[config.mk]
export PLATFORM = sky130hd
export DESIGN_NAME = decimal_string_to_fixed
export DESIGN_NICKNAME = d
export VERILOG_FILES = /design/src/rtl/core/dstf_pkg.sv /design/src/rtl/core/dstf_parser.sv /design/src/rtl/core/dstf_divider.sv /design/src/rtl/core/decimal_string_to_fixed.sv
export SDC_FILE = /design/constraint.sdc
export NUM_CORES = 2
export LEC_CHECK = 0
export ABC_AREA = 1
export ABC_CLOCK_PERIOD_IN_PS = 5500
export BUFFER_PORTS_ARGS = -buffer_cell sky130_fd_sc_hd__buf_2
export CORE_AREA = 2 2 289 291
export DETAILED_ROUTE_END_ITERATION = 8
export DIE_AREA = 0 0 291 293
export PLACE_DENSITY_LB_ADDON = 0.12
export SETUP_SLACK_MARGIN = 0.05
export SYNTH_ARGS = -nofsm -noshare
export SYNTH_HDL_FRONTEND = slang
export SYNTH_HIERARCHICAL = 1
export SYNTH_SLANG_ARGS = --single-unit
[constraint.sdc]
create_clock -name i_clk -period 5.5 [get_ports i_clk]
set_clock_uncertainty 0.05 [all_clocks]
set_input_delay 0.275 -clock i_clk [delete_from_list [all_inputs] [get_ports i_clk]]
set_output_delay 0.275 -clock i_clk [all_outputs]
set_load 0.05 [all_outputs]
[src/rtl/core/dstf_pkg.sv]
// Shared types and constants for the decimal string to fixed-point converter.
package dstf_pkg;

    typedef logic [63:0] t_word;

    // Result status codes
    typedef enum logic [1:0] {
        ST_OK           = 2'd0,
        ST_TOO_LONG     = 2'd1,
        ST_SECOND_POINT = 2'd2,
        ST_BAD_CHAR     = 2'd3
    } t_status;

    // Character codes
    localparam logic [7:0] CH_ZERO  = 8'h30;
    localparam logic [7:0] CH_NINE  = 8'h39;
    localparam logic [7:0] CH_POINT = 8'h2E;
    localparam logic [7:0] CH_PLUS  = 8'h2B;
    localparam logic [7:0] CH_MINUS = 8'h2D;

    localparam logic [5:0] MAX_LENGTH_RESET = 6'd20;
    localparam logic [5:0] POS_MAX          = 6'd63;
    localparam logic [4:0] FRAC_DIGIT_CAP   = 5'd18;

    // Parser state seen by the sequencer when a string completes
    typedef struct packed {
        t_word   int_acc;
        t_word   frac_acc;
        t_word   frac_den;
        logic    neg;
        t_status err;
        logic    sat;
    } t_parse;

endpackage

[src/rtl/core/dstf_parser.sv]
// Per-character parser: sign, integer part, fraction numerator and its power of ten.
module dstf_parser import dstf_pkg::*; #(
    parameter int FRAC_BITS    = 24,
    parameter int LENGTH_LIMIT = 32
) (
    input  logic       i_clk,
    input  logic       i_rst_n,
    input  logic       i_step,
    input  logic       i_clear,
    input  logic [7:0] i_char_code,
    input  logic [5:0] i_max_length,
    output t_parse     o_state
);

    localparam t_word      IntLimit = (64'd1 << (63 - FRAC_BITS)) - 64'd1;
    localparam logic [6:0] LenLimit = 7'(LENGTH_LIMIT);

    logic [5:0] r_pos,   n_pos;
    logic       r_point, n_point;
    logic       r_neg,   n_neg;
    logic       r_sat,   n_sat;
    t_word      r_int,   n_int;
    t_word      r_frac,  n_frac;
    t_word      r_den,   n_den;
    logic [4:0] r_digits, n_digits;
    t_status    r_err,   n_err;

    logic [6:0] limit;
    logic [7:0] digit_raw;
    t_word      digit;
    t_word      int_next;
    t_word      frac_next;
    t_word      den_next;
    logic       is_digit;
    t_status    err_now;

    // Length limit in force and the times-ten-plus-digit updates
    always_comb begin
        limit     = ({1'b0, i_max_length} < LenLimit) ? {1'b0, i_max_length} : LenLimit;
        digit_raw = i_char_code - CH_ZERO;
        digit     = 64'(digit_raw[3:0]);
        is_digit  = (i_char_code >= CH_ZERO) && (i_char_code <= CH_NINE);
        int_next  = (r_int << 3) + (r_int << 1) + digit;
        frac_next = (r_frac << 3) + (r_frac << 1) + digit;
        den_next  = (r_den << 3) + (r_den << 1);
        err_now   = ({1'b0, r_pos} >= limit) ? ST_TOO_LONG : r_err;
    end

    // Next parser state
    always_comb begin
        n_pos    = r_pos;
        n_point  = r_point;
        n_neg    = r_neg;
        n_sat    = r_sat;
        n_int    = r_int;
        n_frac   = r_frac;
        n_den    = r_den;
        n_digits = r_digits;
        n_err    = r_err;
        if (i_clear) begin
            n_pos    = '0;
            n_point  = 1'b0;
            n_neg    = 1'b0;
            n_sat    = 1'b0;
            n_int    = '0;
            n_frac   = '0;
            n_den    = 64'd1;
            n_digits = '0;
            n_err    = ST_OK;
        end else if (i_step) begin
            n_err = err_now;
            if (r_pos != POS_MAX) begin
                n_pos = r_pos + 6'd1;
            end
            if (err_now == ST_OK) begin
                if (is_digit) begin
                    if (!r_point) begin
                        // integer part, saturating at the format limit
                        if (r_sat) begin
                            n_int = IntLimit;
                        end else if (int_next > IntLimit) begin
                            n_int = IntLimit;
                            n_sat = 1'b1;
                        end else begin
                            n_int = int_next;
                        end
                    end else if (r_digits < FRAC_DIGIT_CAP) begin
                        n_frac   = frac_next;
                        n_den    = den_next;
                        n_digits = r_digits + 5'd1;
                    end
                end else if (i_char_code == CH_POINT) begin
                    if (r_point) begin
                        n_err = ST_SECOND_POINT;
                    end else begin
                        n_point = 1'b1;
                    end
                end else if ((i_char_code == CH_PLUS || i_char_code == CH_MINUS)
                             && r_pos == 6'd0) begin
                    n_neg = (i_char_code == CH_MINUS);
                end else begin
                    n_err = ST_BAD_CHAR;
                end
            end
        end
    end

    // State registers
    always_ff @(posedge i_clk) begin
        if (!i_rst_n) begin
            r_pos    <= '0;
            r_point  <= 1'b0;
            r_neg    <= 1'b0;
            r_sat    <= 1'b0;
            r_int    <= '0;
            r_frac   <= '0;
            r_den    <= 64'd1;
            r_digits <= '0;
            r_err    <= ST_OK;
        end else begin
            r_pos    <= n_pos;
            r_point  <= n_point;
            r_neg    <= n_neg;
            r_sat    <= n_sat;
            r_int    <= n_int;
            r_frac   <= n_frac;
            r_den    <= n_den;
            r_digits <= n_digits;
            r_err    <= n_err;
        end
    end

    assign o_state.int_acc  = r_int;
    assign o_state.frac_acc = r_frac;
    assign o_state.frac_den = r_den;
    assign o_state.neg      = r_neg;
    assign o_state.err      = r_err;
    assign o_state.sat      = r_sat;

endmodule

[src/rtl/core/dstf_divider.sv]
// Restoring fraction divider: one compare-and-subtract step per cycle.
module dstf_divider import dstf_pkg::*; #(
    parameter int FRAC_BITS = 24
) (
    input  logic                 i_clk,
    input  logic                 i_rst_n,
    input  logic                 i_start,
    input  t_word                i_num,
    input  t_word                i_den,
    output logic                 o_busy,
    output logic [FRAC_BITS-1:0] o_quot
);

    localparam int CntW = $clog2(FRAC_BITS + 1);

    logic                 r_busy;
    logic [CntW-1:0]      r_count;
    t_word                r_rem;
    t_word                r_den;
    logic [FRAC_BITS-1:0] r_quot;

    t_word rem_shift;
    t_word rem_sub;
    logic  fits;

    // Shared step: double the remainder and try the denominator
    always_comb begin
        rem_shift = r_rem << 1;
        fits      = (rem_shift >= r_den);
        rem_sub   = rem_shift - r_den;
    end

    always_ff @(posedge i_clk) begin
        if (!i_rst_n) begin
            r_busy  <= 1'b0;
            r_count <= '0;
        end else if (i_start) begin
            r_busy  <= 1'b1;
            r_count <= CntW'(FRAC_BITS);
        end else if (r_busy) begin
            r_count <= r_count - CntW'(1);
            if (r_count == CntW'(1)) begin
                r_busy <= 1'b0;
            end
        end
    end

    // Datapath registers
    always_ff @(posedge i_clk) begin
        if (i_start) begin
            r_rem  <= i_num;
            r_den  <= i_den;
            r_quot <= '0;
        end else if (r_busy) begin
            r_rem  <= fits ? rem_sub : rem_shift;
            r_quot <= {r_quot[FRAC_BITS-2:0], fits};
        end
    end

    assign o_busy = r_busy;
    assign o_quot = r_quot;

    // remainder stays below the denominator throughout
    a_rem_below_den: assert property (@(posedge i_clk) disable iff (!i_rst_n)
        r_busy |-> r_rem < r_den) else $error("divider remainder not reduced");

    a_start_busy: assert property (@(posedge i_clk) disable iff (!i_rst_n)
        i_start |=> r_busy) else $error("divider did not start");

    a_last_step: assert property (@(posedge i_clk) disable iff (!i_rst_n)
        (r_busy && !i_start && r_count == CntW'(1)) |=> !r_busy)
        else $error("divider overran its step count");

endmodule

[src/rtl/core/decimal_string_to_fixed.sv]
// Top level: ASCII decimal string to signed fixed-point converter with sequencer.
// Non-final characters: one request per cycle while idle, parsed at acceptance.
// Final character: the sequencer passes through S_PREP, S_DIV and S_DONE, waiting in S_DIV
// on the bit-per-cycle fraction divider; the result is registered once the output is free,
// and input stalls until the result is loaded.
// Synchronous active-low reset clears the parser and sets max_length to 20.
module decimal_string_to_fixed import dstf_pkg::*; #(
    parameter int FRAC_BITS    = 24,
    parameter int LENGTH_LIMIT = 32
) (
    input  logic               i_clk,
    input  logic               i_rst_n,
    input  logic               i_in_valid,
    output logic               o_in_stall,
    input  logic [7:0]         i_char_code,
    input  logic               i_final_char,
    output logic               o_out_valid,
    input  logic               i_out_stall,
    output logic signed [63:0] o_fixed_value,
    output logic [1:0]         o_status,
    output logic               o_int_overflow,
    input  logic               i_cfg_valid,
    output logic               o_cfg_ready,
    input  logic [5:0]         i_cfg_data
);

    typedef enum logic [1:0] {
        S_IDLE,
        S_PREP,
        S_DIV,
        S_DONE
    } t_state;

    t_state     r_state;
    logic [5:0] r_max_length;
    logic       r_out_valid;
    t_word      r_fixed_value;
    t_status    r_status;
    logic       r_int_overflow;

    t_parse                parse;
    logic                  in_accept;
    logic                  out_free;
    logic                  load_result;
    logic                  div_busy;
    logic [FRAC_BITS-1:0]  div_quot;
    t_word                 mag;
    t_word                 value;

    assign o_cfg_ready = 1'b1;
    assign o_in_stall  = (r_state != S_IDLE);
    assign in_accept   = i_in_valid && !o_in_stall;
    assign out_free    = !r_out_valid || !i_out_stall;
    assign load_result = (r_state == S_DONE) && out_free;

    dstf_parser #(
        .FRAC_BITS    (FRAC_BITS),
        .LENGTH_LIMIT (LENGTH_LIMIT)
    ) u_parser (
        .i_clk        (i_clk),
        .i_rst_n      (i_rst_n),
        .i_step       (in_accept),
        .i_clear      (load_result),
        .i_char_code  (i_char_code),
        .i_max_length (r_max_length),
        .o_state      (parse)
    );

    dstf_divider #(
        .FRAC_BITS (FRAC_BITS)
    ) u_divider (
        .i_clk   (i_clk),
        .i_rst_n (i_rst_n),
        .i_start (r_state == S_PREP),
        .i_num   (parse.frac_acc),
        .i_den   (parse.frac_den),
        .o_busy  (div_busy),
        .o_quot  (div_quot)
    );

    // Assemble magnitude and apply sign
    always_comb begin
        mag   = (parse.int_acc << FRAC_BITS) | 64'(div_quot);
        value = parse.neg ? (64'd0 - mag) : mag;
    end

    // Configuration register
    always_ff @(posedge i_clk) begin
        if (!i_rst_n) begin
            r_max_length <= MAX_LENGTH_RESET;
        end else if (i_cfg_valid && o_cfg_ready) begin
            r_max_length <= i_cfg_data;
        end
    end

    // Sequencer and output register
    always_ff @(posedge i_clk) begin
        if (!i_rst_n) begin
            r_state     <= S_IDLE;
            r_out_valid <= 1'b0;
        end else begin
            if (r_out_valid && !i_out_stall) begin
                r_out_valid <= 1'b0;
            end
            case (r_state)
                S_IDLE: begin
                    if (in_accept && i_final_char) begin
                        r_state <= S_PREP;
                    end
                end
                S_PREP: begin
                    r_state <= S_DIV;
                end
                S_DIV: begin
                    if (!div_busy) begin
                        r_state <= S_DONE;
                    end
                end
                S_DONE: begin
                    if (out_free) begin
                        r_out_valid <= 1'b1;
                        r_state     <= S_IDLE;
                    end
                end
                default: begin
                    r_state <= S_IDLE;
                end
            endcase
        end
        if (load_result) begin
            if (parse.err != ST_OK) begin
                r_fixed_value  <= '0;
                r_int_overflow <= 1'b0;
            end else begin
                r_fixed_value  <= value;
                r_int_overflow <= parse.sat;
            end
            r_status <= parse.err;
        end
    end

    assign o_out_valid    = r_out_valid;
    assign o_fixed_value  = r_fixed_value;
    assign o_status       = r_status;
    assign o_int_overflow = r_int_overflow;

    a_final_starts: assert property (@(posedge i_clk) disable iff (!i_rst_n)
        (in_accept && i_final_char) |=> r_state == S_PREP)
        else $error("final character did not start conversion");

    a_div_to_done: assert property (@(posedge i_clk) disable iff (!i_rst_n)
        (r_state == S_DIV && !div_busy) |=> r_state == S_DONE)
        else $error("sequencer missed divider completion");

    a_error_zero: assert property (@(posedge i_clk) disable iff (!i_rst_n)
        (r_out_valid && r_status != ST_OK) |-> (r_fixed_value == '0 && !r_int_overflow))
        else $error("error result carries a value");

endmodule
==> results.py <==
metrics = {
    "outcome": {
        "status": "completed",
    },
    "final_layout": {
        "final_layout_size_suffix_gt1_frac": 0.0487,
        "num_antenna_cells": 0,
        "fill_cells": 8517,
        "syn_to_final_growth_pct": 8.06,
        "seq_area_um2": 10700,
        "final_common_cell": "nand2_1",
        "finalInstanceArea_um2": 43700,
        "layout_common_cells": "nand2_1 (1910), inv_1 (1074), nor2_1 (643), ha_1 (383), a21oi_1 (368)",
        "multi_input_area_um2": 24900,
        "fin_nets": 6822,
    },
    "place": {
        "hpwlAfterDp_um": 115000,
        "portBuffers": 88,
        "placed_cell_area_um2": 41800,
        "gp_congestion": 0.986,
        "dp_slack_ps": 1290,
    },
    "floorplan": {
        "die-area_um2": 85300,
        "start_util": 0.494,
        "die_y_um": 293,
        "rows": 105,
        "die_w_um": 291,
        "core_area_um2": 81800,
        "io_pins": 90,
    },
    "detailed_routing": {
        "drt_iter0_markers": 3391,
        "viasPerCell": 5.41,
        "drt-pass1-iter-count": 7,
        "wirelength_um": 142000,
        "postRouteAntennaNets": 0,
        "vias": 40671,
        "wl_per_cell_um": 18.8,
        "drc": 0,
    },
    "timing": {
        "rsz0062_at_grt": "no",
        "tightest_slew_ps": 1220,
        "drv_slew": 0,
        "max_freq_mhz": 235,
        "setup_ws_ps": 1250,
        "fin_crit_sh": 0.773,
        "hold_viol": 0,
        "max-slew-margin-rel": 0.178,
        "setup_tns_ps": 0,
        "finalSetupViolCount": 0,
        "fin_crit_ps": 4250,
    },
    "clock_tree": {
        "clk_pin_slew_worst_paths_ps": 70,
        "htree_levels": 2,
        "cts-root-buf": "clkbuf_16",
        "post_cts_buffers": 0,
        "cts_tree": "yes",
        "clk-insertion-delay-late_ps": 650,
        "clock_path_buffers": 3,
        "cts_buffers": 50,
        "cts_sinks": 439,
    },
    "setup_path": {
        "critPathMostFrequentCell": "nand2_1",
        "end_kind": "flip-flop",
        "ff2ff_path_depth": 21,
        "cp_max_fo": 40,
        "slowest_stage": "nor2_4",
        "worstPathRequired_ps": 6000,
        "max_stage_delay_ps": 820,
        "path_cells": "inv_1 > fa_1 > inv_1 > ha_1 > nand2_1 > nor2_1 > nand3_1 > nand3_2 > nand2_1 > nand2_2 > nand2_1 > nand2_1 > nand3_1 > nand2_1 > nand2_1 > nand2_1 > nand2_1 > nor2_4 > nand4_1 > nand2_1 > inv_1",
        "path_class": "reg2reg",
        "crit_arrival_ps": 4750,
        "startpoint_type": "flip-flop",
    },
    "pwr": {
        "pwr_density_cell_nw_per_um2": 386,
        "ir_worst_vdd_v": 0.000270,
        "leakage_nw": 23.2,
    },
    "global_route": {
        "grt_max_degree": 177,
        "grt-ovfl-total": 0,
        "antenna_found_initial": 4,
        "grt_pass1_vias": 38053,
        "grt_pass1_wl_um": 218000,
        "grt_usage": 0.327,
    },
    "worst_hold_path": {
        "whs_path_depth": 5,
        "hold_path_class": "in2reg",
    },
    "logic_synthesis": {
        "syn_area_per_cell_um2": 6.36,
        "synth_fp_nets": 6770,
        "syn_inst": 6360,
        "ys_warn_count": 6,
        "synth_area_um2": 40500,
    },
    "run": {
        "maxCapViolCount": 0,
    },
}
## final cells by class
type,instances,area share
clock buffer,57,0.0294
multi-input combinational,4675,0.570
timing repair buffer,129,0.0193
tap,1070,0.0306
clock inverter,36,0.00901
sequential,439,0.245
inverter,1117,0.0960
## worst max-delay path: cells and delay by family (launching register included)
family / cells / cell delay (ps)
and+or+nand+nor: 16 / 2500
buffers and inverters: 3 / 230
DFF: 1 / 410
adders and majority gates: 2 / 880
## per-stage QoR
stage / utilization / cells / power [mW] / hold slack [ps]
after floorplan: - / 6360 / 11.0 / 309
after global placement: 0.511 / 7407 / 13.2 / 389
after detailed placement: 0.511 / 7407 / 13.3 / 394
after CTS: 0.534 / 7523 / 16.8 / 2.51
after global routing: 0.534 / 7523 / 18.1 / 48.4
final: 0.534 / 7523 / 16.9 / 30.3
## registers in the layout, summed over array words and instances (netlist names), 5 cells and up
signal / cells
o_fixed_value: 64
r_max_length: 6
u_divider/o_quot: 24
u_divider/r_count: 5
u_divider/r_den: 64
u_divider/r_rem: 63
u_parser/r_den: 64
u_parser/r_digits: 5
u_parser/r_frac: 63
u_parser/r_int: 63
u_parser/r_pos: 6
## where the power goes
part / leakage [nW] / switching, mW / internal (mW) / total (mW)
clock network: 0.795 / 1.55 / 1.91 / 3.45
registers: 3.82 / 0.332 / 4.28 / 4.61
logic: 18.6 / 6.16 / 2.66 / 8.81
total: 23.2 / 8.03 / 8.84 / 16.9
## per-layer routing
layer	global-route usage	up-vias	wire (µm)
met1	0.420	18603	60400
met3	0.0390	226	9300
li1	-	20504	-
met5	0	-	31
met2	0.559	1332	66000
met4	0.130	6	5920
## timing repair
action	in CTS	in global routing
gates resized for setup	0	0
endpoints found under the hold margin	16	0
hold buffers	23	0
## worst paths after layout
| check | endpoint | slack, ps | startpoint |
|---|---|---|---|
| worst max register to register | u_parser/r_int[8] | 1250 | u_parser/r_int[0] |
| worst min-delay path | r_state[1] | 30 | i_final_char |
| worst max-delay path | u_parser/r_int[8] | 1250 | u_parser/r_int[0] |
| worst min register to register | u_parser/r_int[61] | 410 | u_parser/r_int[61] |
Power figures use the tool's default switching activity.
